`src/rtl/phdc_pkg.sv`:
```
// Package for the pH dosing controller.
// Holds word types, phase codes, register indexes and reset values; no dependencies.
package phdc_pkg;

    localparam int QUEUE_DEPTH_DEF = 2;

    localparam logic [15:0] CHECK_INTERVAL_RST = 16'd30000;
    localparam logic [15:0] WAIT_INTERVAL_RST  = 16'd18000;
    localparam logic [15:0] MIX_MS_RST         = 16'd1000;
    localparam logic [7:0]  LOWER_LIMIT_RST    = 8'd55;
    localparam logic [7:0]  UPPER_LIMIT_RST    = 8'd65;
    localparam logic [7:0]  TARGET_RST         = 8'd60;

    localparam logic [10:0] ADC_FULL_SCALE = 11'd1023;
    localparam logic [13:0] PH_SCALE       = 14'd14;

    typedef enum logic [1:0] {
        PH_IDLE    = 2'd0,
        PH_DOSING  = 2'd1,
        PH_MIXING  = 2'd2,
        PH_WAITING = 2'd3
    } phase_t;

    typedef enum logic [2:0] {
        REG_CHECK_INTERVAL = 3'd0,
        REG_WAIT_INTERVAL  = 3'd1,
        REG_MIX_MS         = 3'd2,
        REG_LOWER_LIMIT    = 3'd3,
        REG_UPPER_LIMIT    = 3'd4,
        REG_TARGET         = 3'd5
    } reg_idx_t;

    typedef struct packed {
        logic [9:0]  adc_sample;
        logic [15:0] dose_ms;
    } in_word_t;

    typedef struct packed {
        logic       acid_pump_on;
        logic       base_pump_on;
        logic       mix_pump_on;
        logic [1:0] phase_now;
        logic       checked;
        logic [3:0] ph_units;
    } out_word_t;

    typedef struct packed {
        logic [15:0] check_interval_ms;
        logic [15:0] wait_interval_ms;
        logic [15:0] mix_ms;
        logic [7:0]  lower_limit_tenths;
        logic [7:0]  upper_limit_tenths;
        logic [7:0]  target_tenths;
    } cfg_t;

    // classified tick as queued between front and back
    typedef struct packed {
        logic        out_of_range;
        logic        acid;
        logic [3:0]  ph_units;
        logic [15:0] dose_ms;
    } cls_t;

endpackage

```
`src/rtl/phdc_front.sv`:
```
// Front end: maps the ADC sample to pH units and classifies it against the limits.
// Depends on phdc_pkg.
module phdc_front
    import phdc_pkg::*;
(
    input  in_word_t in_word,
    input  cfg_t     cfg,
    output cls_t     cls
);

    logic [13:0] scaled;
    logic [3:0]  q0;
    logic [10:0] rem_adj;
    logic [3:0]  units;
    logic [7:0]  tenths;

    always_comb
    begin
        scaled  = 14'(in_word.adc_sample) * PH_SCALE;
        // x/1023 = x/1024 plus one correction step
        q0      = scaled[13:10];
        rem_adj = {1'b0, scaled[9:0]} + 11'(q0);
        units   = q0 + 4'(rem_adj >= ADC_FULL_SCALE);
        tenths  = {1'b0, units, 3'b000} + {3'b000, units, 1'b0};

        cls.out_of_range = (tenths < cfg.lower_limit_tenths) ||
                           (tenths > cfg.upper_limit_tenths);
        cls.acid         = !(tenths < cfg.target_tenths);
        cls.ph_units     = units;
        cls.dose_ms      = in_word.dose_ms;
    end

endmodule

```
`src/rtl/phdc_queue.sv`:
```
// Short FIFO between front and back ends.
// Depends on phdc_pkg.
module phdc_queue
    import phdc_pkg::*;
#(
    parameter int DEPTH = QUEUE_DEPTH_DEF
)
(
    input  logic clk,
    input  logic rst_n,
    input  logic push,
    input  cls_t push_word,
    output logic full,
    input  logic pop,
    output cls_t pop_word,
    output logic not_empty
);

    localparam int PW = (DEPTH > 1) ? $clog2(DEPTH) : 1;
    localparam int CW = $clog2(DEPTH + 1);

    cls_t          store_reg [DEPTH];
    logic [PW-1:0] wr_ptr_reg, wr_ptr_next;
    logic [PW-1:0] rd_ptr_reg, rd_ptr_next;
    logic [CW-1:0] count_reg, count_next;

    function automatic logic [PW-1:0] wrap_inc(input logic [PW-1:0] p);
        wrap_inc = (p == PW'(DEPTH - 1)) ? '0 : p + PW'(1);
    endfunction

    assign full      = (count_reg == CW'(DEPTH));
    assign not_empty = (count_reg != '0);
    assign pop_word  = store_reg[rd_ptr_reg];

    always_comb
    begin
        wr_ptr_next = push ? wrap_inc(wr_ptr_reg) : wr_ptr_reg;
        rd_ptr_next = pop ? wrap_inc(rd_ptr_reg) : rd_ptr_reg;
        count_next  = count_reg + CW'(push) - CW'(pop);
    end

    always_ff @(posedge clk or negedge rst_n)
    begin
        if (!rst_n)
        begin
            wr_ptr_reg <= '0;
            rd_ptr_reg <= '0;
            count_reg  <= '0;
        end
        else
        begin
            wr_ptr_reg <= wr_ptr_next;
            rd_ptr_reg <= rd_ptr_next;
            count_reg  <= count_next;
        end
    end

    always_ff @(posedge clk)
    begin
        if (push)
        begin
            store_reg[wr_ptr_reg] <= push_word;
        end
    end

endmodule

```
`src/rtl/phdc_back.sv`:
```
// Back end: phase sequencer, elapsed-time counter and registered output word.
// Depends on phdc_pkg.
module phdc_back
    import phdc_pkg::*;
(
    input  logic      clk,
    input  logic      rst_n,
    input  cfg_t      cfg,
    input  logic      q_valid,
    input  cls_t      q_word,
    output logic      q_pop,
    output logic      out_valid,
    input  logic      out_ready,
    output out_word_t out_data
);

    phase_t      phase_reg, phase_next;
    logic [15:0] since_reg, since_next;
    logic [15:0] mix_left_reg, mix_left_next;
    logic        acid_reg, acid_next;
    logic        out_valid_reg, out_valid_next;
    out_word_t   out_data_reg, out_data_next;

    phase_t      ph1;
    logic        chk;
    logic [15:0] elapsed;

    assign out_valid = out_valid_reg;
    assign out_data  = out_data_reg;

    always_comb
    begin
        q_pop          = q_valid && (!out_valid_reg || out_ready);
        phase_next     = phase_reg;
        since_next     = since_reg;
        mix_left_next  = mix_left_reg;
        acid_next      = acid_reg;
        out_valid_next = out_valid_reg && !out_ready;
        out_data_next  = out_data_reg;
        ph1            = phase_reg;
        chk            = ((phase_reg == PH_IDLE) && (since_reg >= cfg.check_interval_ms)) ||
                         ((phase_reg == PH_WAITING) && (since_reg >= cfg.wait_interval_ms));
        elapsed        = chk ? '0 : since_reg;

        if (q_pop)
        begin
            if (chk)
            begin
                ph1 = q_word.out_of_range ? PH_DOSING : PH_IDLE;
                if (q_word.out_of_range)
                begin
                    acid_next = q_word.acid;
                end
            end
            phase_next = ph1;

            if ((ph1 == PH_DOSING) && (elapsed >= q_word.dose_ms))
            begin
                if (cfg.mix_ms == '0)
                begin
                    phase_next = PH_WAITING;
                end
                else
                begin
                    phase_next    = PH_MIXING;
                    mix_left_next = cfg.mix_ms - 16'd1;
                end
            end
            else if (phase_reg == PH_MIXING)
            begin
                if (mix_left_reg == '0)
                begin
                    phase_next = PH_WAITING;
                end
                else
                begin
                    mix_left_next = mix_left_reg - 16'd1;
                end
            end

            if (elapsed != 16'hFFFF)
            begin
                since_next = elapsed + 16'd1;
            end
            else
            begin
                since_next = elapsed;
            end

            out_valid_next              = 1'b1;
            out_data_next.acid_pump_on  = (phase_next == PH_DOSING) && acid_next;
            out_data_next.base_pump_on  = (phase_next == PH_DOSING) && !acid_next;
            out_data_next.mix_pump_on   = (phase_next == PH_MIXING);
            out_data_next.phase_now     = phase_next;
            out_data_next.checked       = chk;
            out_data_next.ph_units      = q_word.ph_units;
        end
    end

    always_ff @(posedge clk or negedge rst_n)
    begin
        if (!rst_n)
        begin
            phase_reg     <= PH_IDLE;
            since_reg     <= '0;
            mix_left_reg  <= '0;
            acid_reg      <= 1'b0;
            out_valid_reg <= 1'b0;
        end
        else
        begin
            phase_reg     <= phase_next;
            since_reg     <= since_next;
            mix_left_reg  <= mix_left_next;
            acid_reg      <= acid_next;
            out_valid_reg <= out_valid_next;
        end
    end

    always_ff @(posedge clk)
    begin
        out_data_reg <= out_data_next;
    end

endmodule

```
`src/rtl/ph_dosing_controller.sv`:
```
// An accepted input word is written into the queue, then its result word is registered at the back end output.
// Throughput: one word per cycle while out_ready takes results; set by the back end's phase update.
// The 2-entry queue keeps input flowing while an output word waits to be taken.
// Reset (rst_n, async, active low): phase idle, counters zero, registers to defaults.
// Top level of the pH dosing controller; uses phdc_pkg, phdc_front, phdc_queue, phdc_back.
module ph_dosing_controller
    import phdc_pkg::*;
#(
    parameter int QUEUE_DEPTH = QUEUE_DEPTH_DEF
)
(
    input  logic      clk,
    input  logic      rst_n,
    input  logic      in_valid,
    output logic      in_ready,
    input  in_word_t  in_data,
    output logic      out_valid,
    input  logic      out_ready,
    output out_word_t out_data,
    input  logic      cfg_valid,
    output logic      cfg_ready,
    input  logic [2:0] cfg_index,
    input  logic [15:0] cfg_data
);

    cfg_t cfg_reg, cfg_next;
    cls_t cls;
    cls_t q_word;
    logic q_full;
    logic q_valid;
    logic q_pop;

    assign cfg_ready = 1'b1;
    assign in_ready  = !q_full;

    always_comb
    begin
        cfg_next = cfg_reg;
        if (cfg_valid)
        begin
            case (reg_idx_t'(cfg_index))
                REG_CHECK_INTERVAL: cfg_next.check_interval_ms  = cfg_data;
                REG_WAIT_INTERVAL:  cfg_next.wait_interval_ms   = cfg_data;
                REG_MIX_MS:         cfg_next.mix_ms             = cfg_data;
                REG_LOWER_LIMIT:    cfg_next.lower_limit_tenths = cfg_data[7:0];
                REG_UPPER_LIMIT:    cfg_next.upper_limit_tenths = cfg_data[7:0];
                REG_TARGET:         cfg_next.target_tenths      = cfg_data[7:0];
                default:            cfg_next = cfg_reg;
            endcase
        end
    end

    always_ff @(posedge clk or negedge rst_n)
    begin
        if (!rst_n)
        begin
            cfg_reg.check_interval_ms  <= CHECK_INTERVAL_RST;
            cfg_reg.wait_interval_ms   <= WAIT_INTERVAL_RST;
            cfg_reg.mix_ms             <= MIX_MS_RST;
            cfg_reg.lower_limit_tenths <= LOWER_LIMIT_RST;
            cfg_reg.upper_limit_tenths <= UPPER_LIMIT_RST;
            cfg_reg.target_tenths      <= TARGET_RST;
        end
        else
        begin
            cfg_reg <= cfg_next;
        end
    end

    phdc_front u_front (
        .in_word (in_data),
        .cfg     (cfg_reg),
        .cls     (cls)
    );

    phdc_queue #(
        .DEPTH (QUEUE_DEPTH)
    ) u_queue (
        .clk       (clk),
        .rst_n     (rst_n),
        .push      (in_valid && !q_full),
        .push_word (cls),
        .full      (q_full),
        .pop       (q_pop),
        .pop_word  (q_word),
        .not_empty (q_valid)
    );

    phdc_back u_back (
        .clk       (clk),
        .rst_n     (rst_n),
        .cfg       (cfg_reg),
        .q_valid   (q_valid),
        .q_word    (q_word),
        .q_pop     (q_pop),
        .out_valid (out_valid),
        .out_ready (out_ready),
        .out_data  (out_data)
    );

endmodule

```
`config.mk`:
```
export PLATFORM = sky130hd
export DESIGN_NAME = ph_dosing_controller
export DESIGN_NICKNAME = d
export VERILOG_FILES = /design/src/rtl/phdc_pkg.sv /design/src/rtl/phdc_front.sv /design/src/rtl/phdc_queue.sv /design/src/rtl/phdc_back.sv /design/src/rtl/ph_dosing_controller.sv
export SDC_FILE = /design/constraint.sdc
export NUM_CORES = 1
export LEC_CHECK = 0
export BUFFER_PORTS_ARGS = -buffer_cell sky130_fd_sc_hd__buf_2
export CORE_MARGIN = 2
export CORE_UTILIZATION = 40
export CTS_CLUSTER_SIZE = 24
export DETAILED_ROUTE_END_ITERATION = 8
export PLACE_DENSITY_LB_ADDON = 0.15
export SETUP_SLACK_MARGIN = 0.3
export SYNTH_ARGS = -nofsm -noshare
export SYNTH_HDL_FRONTEND = slang
export SYNTH_SLANG_ARGS = --single-unit
```
`constraint.sdc`:
```
create_clock -name clk -period 12.5 [get_ports clk]
set_clock_uncertainty 0.1 [all_clocks]
set_input_delay 1.875 -clock clk [delete_from_list [all_inputs] [get_ports clk]]
set_output_delay 1.875 -clock clk [all_outputs]
set_load 0.01 [all_outputs]
```
# ---- Yosys cells after proc, flatten, opt, wreduce, memory -nomap -nowiden
# Memories as Yosys holds them, arrays and structs flattened.
# Cells that the tools add are included.
# W data, S select, Z words.
dict set report word_totals {
  out_inout_bits 13
  memories 1
  reg_bits 122
  mem_bits_rw 44
}
# name words word_bits read_ports rd_clocked_by_memory_dff wr line
set mem_list {}
lappend mem_list {u_queue.store_reg 2 22 1 0 1 phdc_queue.sv:22} ;# cls_t store_reg [DEPTH];
dict set report classes {
  n_reduce_logical 29
  multipliers 1
  add_sub_neg 10
  magnitude_cmp 7
  mux 22
  n_eq_ne 14
}
# cell n
set op_table {}
lappend op_table {{$mux W16} 6}
lappend op_table {{$ge A16 B16 Y1} 3}
lappend op_table {{$logic_not A16 Y1} 2}
lappend op_table {{$sub A16 B1 Y16 const B} 2}
lappend op_table {{$add A16 B1 Y16 const B} 1}
lappend op_table {{$lt A8 B8 Y1} 2}
lappend op_table {{$ne A16 B16 Y1 const B} 1}
lappend op_table {{$mul A10 B3 Y13 const B} 1}
lappend op_table {{$mux W2} 6}
lappend op_table {{$reduce_and A2 Y1} 6}
lappend op_table {{$add A10 B4 Y11} 1}
lappend op_table {{$ge A11 B10 Y1 const B} 1}
lappend op_table {{$mux W1} 10}
lappend op_table {{$add A7 B5 Y8} 1}
lappend op_table {{$eq A2 B2 Y1 const B} 4}
lappend op_table {{$gt A8 B8 Y1} 1}
lappend op_table {{$logic_and A1 B1 Y1} 8}
lappend op_table {{$eq A3 B2 Y1 const B} 2}
lappend op_table {{$eq A3 B3 Y1 const B} 2}
lappend op_table {{$logic_not A1 Y1} 5}
lappend op_table {{$add A4 B1 Y4} 1}
lappend op_table {{$eq A2 B1 Y1 const B} 2}
lappend op_table {{$reduce_and A4 Y1} 1}
lappend op_table {{$reduce_bool A2 Y1} 2}
lappend op_table {{other kinds (9)} 12}

# ---- Logic depth before layout (Yosys ltp)
dict set report logic_depth {
  depth_word 11
  depth_mapped 32
  ltp_nobuf 32
}

# ---- By module
# Synthesis repeated with hierarchy kept, for this count alone.
dict set report unflattened {
  hier_cells 924
  area_unflattened_um2 10191.0
}
# mod n_inst area_each_um2 cells_each
set modules_own_cells {}
lappend modules_own_cells {phdc_back 1 3981.3 487}
lappend modules_own_cells {ph_dosing_controller 1 2819.0 161}
lappend modules_own_cells {phdc_queue 1 1790.5 83}
lappend modules_own_cells {phdc_front 1 1600.3 193}

# ---- Least setup slack after synthesis
# Ideal clock, no wire load.
dict set report synth_path {
  kind {input -> register}
  from {input in_data[16] (netlist bit)}
  to {memory u_queue.store_reg[0][21] (netlist bit), data pin}
  t_arrival_ns 7.630
  path_buffers 0
  stages 31
  setup_time_ns 0.163
  path_slack_ns 4.606
  path_cell_list {fa_1 ha_1 inv_1 fa_1 nor2b_1 o21ai_0 a21oi_1 o41ai_1 xnor2_1 ha_1 inv_1 fa_1 xnor2_1 o2111ai_1 maj3_1 nor4_1 and3_1 ha_1 nand2_1 xnor2_1 inv_1 ha_1 inv_1 fa_1 inv_1 ha_1 o21a_1 o21a_1 o21a_1 o21a_1 o22ai_1}
}
# element line
set synth_rtl {}
lappend synth_rtl {{start: declaration} ph_dosing_controller.sv:16} ;# input in_word_t in_data,
lappend synth_rtl {{end: declaration} phdc_queue.sv:22}

==> flow_metrics.tcl <==
set metrics [dict create \
    cpMaxStageDelayCell "fa_1" \
    finalSetupTns_ps 0 \
    synthArstFlopShare_pct 67.5 \
    drv_cap 0 \
    crit_required_ps 12650 \
    pwr_density_cell_mw_per_mm2 176 \
    yosysTopAreaCell "dfrtp_1" \
    syn_inst 921 \
    grt_pass1_wl_mm 35.7 \
    dieArea_mm2 0.0260 \
    cts.sinks 166 \
    finalCritPeriodShare_pct 65.9 \
    drtAntennaViolNets 0 \
    start_kind "input pin" \
    vias 6901 \
    tightest_slew_ps 983 \
    largest_reg_flops 72 \
    layout_common_cells "ha_1 (92), nand2_1 (90), dfrtp_1 (83)" \
    mostFrequentLayoutCell "ha_1" \
    rsz0062_at_grt "no" \
    drt_iter0_drc 336 \
    critPathBufInv 6 \
    die_w_um 161 \
    post_cts_buffers 0 \
    r2r_setup_slack_ps 5920 \
    crit_fanout 4 \
    via_per_inst 5.22 \
    path_class "input pin to flip-flop" \
    gp_congestion 0.862 \
    place.port_buffers 61 \
    syn2layout_area_growth_pct 13.1 \
    clock.fmax_mhz 121 \
    cts_buffer_depth 2 \
    seq_area_frac_synth_pct 45.1 \
    relSlewSlack_pct 34.1 \
    clk_pin_slew_worst_paths_ps 60 \
    synth_top_area_share_pct 21.0 \
    period_needed_ps 8240 \
    synth_fp_nets 1075 \
    drive_gt1_share_pct 19.7 \
    ys_seq_elements 166 \
    setup_viol 0 \
    grt_overflow_total 0 \
    drc_errors 0 \
    first_global_vias 6903 \
    grt_use_total_pct 17.5 \
    start_util_pct 40.7 \
    ioPinCount 63 \
    h-tree-depth 4 \
    clockRootBuffer "clkbuf_16" \
    yosysWarnings 0 \
    synth_edf_count 54 \
    cts_resized 0 \
    worstSetupEndpointType "flip-flop" \
    cp.arrival_ps 8390 \
    drt_wl_total_mm 21.8 \
    wire_per_inst_um 16.5 \
    irDropWorstVdd_uv 76.7 \
    clock_latency_ps 430 \
    core-area_mm2 0.0243 \
    hold_slack_ps 396 \
    avgSynthCellArea_um2 10.7 \
    cts_tree "built" \
    holdBufCountCts 0 \
    dp_hpwl_mm 16.0 \
    hold_violations 0 \
    synth_ff_type "dfrtp_1" \
    fp.dieH_um 161 \
    crit_family "adder cells" \
    synthTopCellsByArea "dfrtp_1 (21%), edfxtp_1 (16%), ha_1 (12%)" \
    numCtsBuffers 17 \
    std_cell_rows 57 \
    diodes 0 \
    cellLeakagePower_nw 4.90 \
    utilization_pct 46.0 \
    drt-pass1-iter-count 5 \
    hold_class "flip-flop to flip-flop" \
    outcome "finished, final reports clean" \
    yosysUniqueCellTypes 76 \
    antenna_found_initial 0 \
    syn_area_mm2 0.00990 \
    grt_max_degree 72 \
    final_net_count 1139 \
    max_stage_delay_ps 530 \
    slew_violations 0 \
]
synth_stat cells, types with 6 or more instances:
master	instances
mux2_2	42
dfstp_2	29
mux2i_1	27
nand4_1	10
nand2_1	90
nand2b_1	7
dfrtp_1	83
inv_1	80
nor3_1	25
or3_1	7
xor2_1	17
fa_1	12
buf_2	6
o21a_1	12
clkbuf_1	15
edfxtp_1	54
xnor2_1	23
and3_1	21
nor2_1	33
o21ai_0	61
ha_1	92
nand3_1	22
a21oi_1	36
o211ai_1	10
o2bb2ai_1	7
final timing paths:
check | startpoint | endpoint | depth (start not counted)
worst max register to register | u_back.since_reg[7] | u_back.mix_left_reg[14] | 18
min in group asynchronous | rst_n | cfg_reg[6] | 1
max in group asynchronous | rst_n | cfg_reg[54] | 2
worst max-delay path | in_data[16] | u_queue.store_reg[1][21] | 32
worst min-delay path | u_back.acid_reg | u_back.acid_reg | 2
worst min register to register | u_back.acid_reg | u_back.acid_reg | 2
stage by stage:
| stage | instances | total power, mW | instance area [µm²] | setup WS (ps) |
|---|---|---|---|---|
| after floorplan | 921 | 1.25 | 9900 | 4610 |
| after global placement | 1290 | 1.44 | 10600 | 3980 |
| after detailed placement | 1290 | 1.45 | 10600 | 3770 |
| after CTS | 1322 | 2.00 | 11200 | 4220 |
| after global routing | 1322 | 2.11 | 11200 | 3740 |
| final | 1322 | 1.97 | 11200 | 4260 |
cell type report:
cell class              count  area, µm²
fillers                  2305      13100
well taps                 324        405
clock inverters            13        155
inverters                  82        308
multi-input cells         646       5040
clock buffers              19        433
flip-flops and latches    166       4460
repair buffers             72        390
worst reg2reg max path: cells and delay by family (launching register included):
kind,cells,cell delay [ps]
simple gates,8,2800
fa+ha+maj,3,1070
compound gates,6,1670
mux,1,340
flops,1,480
where the power goes:
group	internal [mW]	switching [mW]	total, mW
clock network	0.313	0.221	0.534
logic	0.284	0.369	0.654
registers	0.714	0.0677	0.782
total	1.31	0.658	1.97
logic make-up after synthesis:
logic type	Yosys count	share of synthesized area, %
muxes	70	7.66
other	1	0.0379
AOI/OAI and AO/OA	176	12.0
adders and majority gates	106	14.3
DFF	166	45.1
buffers and inverters	109	4.40
xor gates and xnor gates	40	3.54
and+or+nand+nor	253	13.0
metal layers:
metal	wire length, µm	up-vias	part of all wire, %	GRT usage (%)
li1	-	3434	-	-
met1	10500	3327	48	23.3
met2	10300	109	47	29.0
met3	622	31	2.9	3.16
met4	400	0	1.8	5.32
met5	0	-	0	0
No activity file was read; power rests on OpenSTA's default activity.
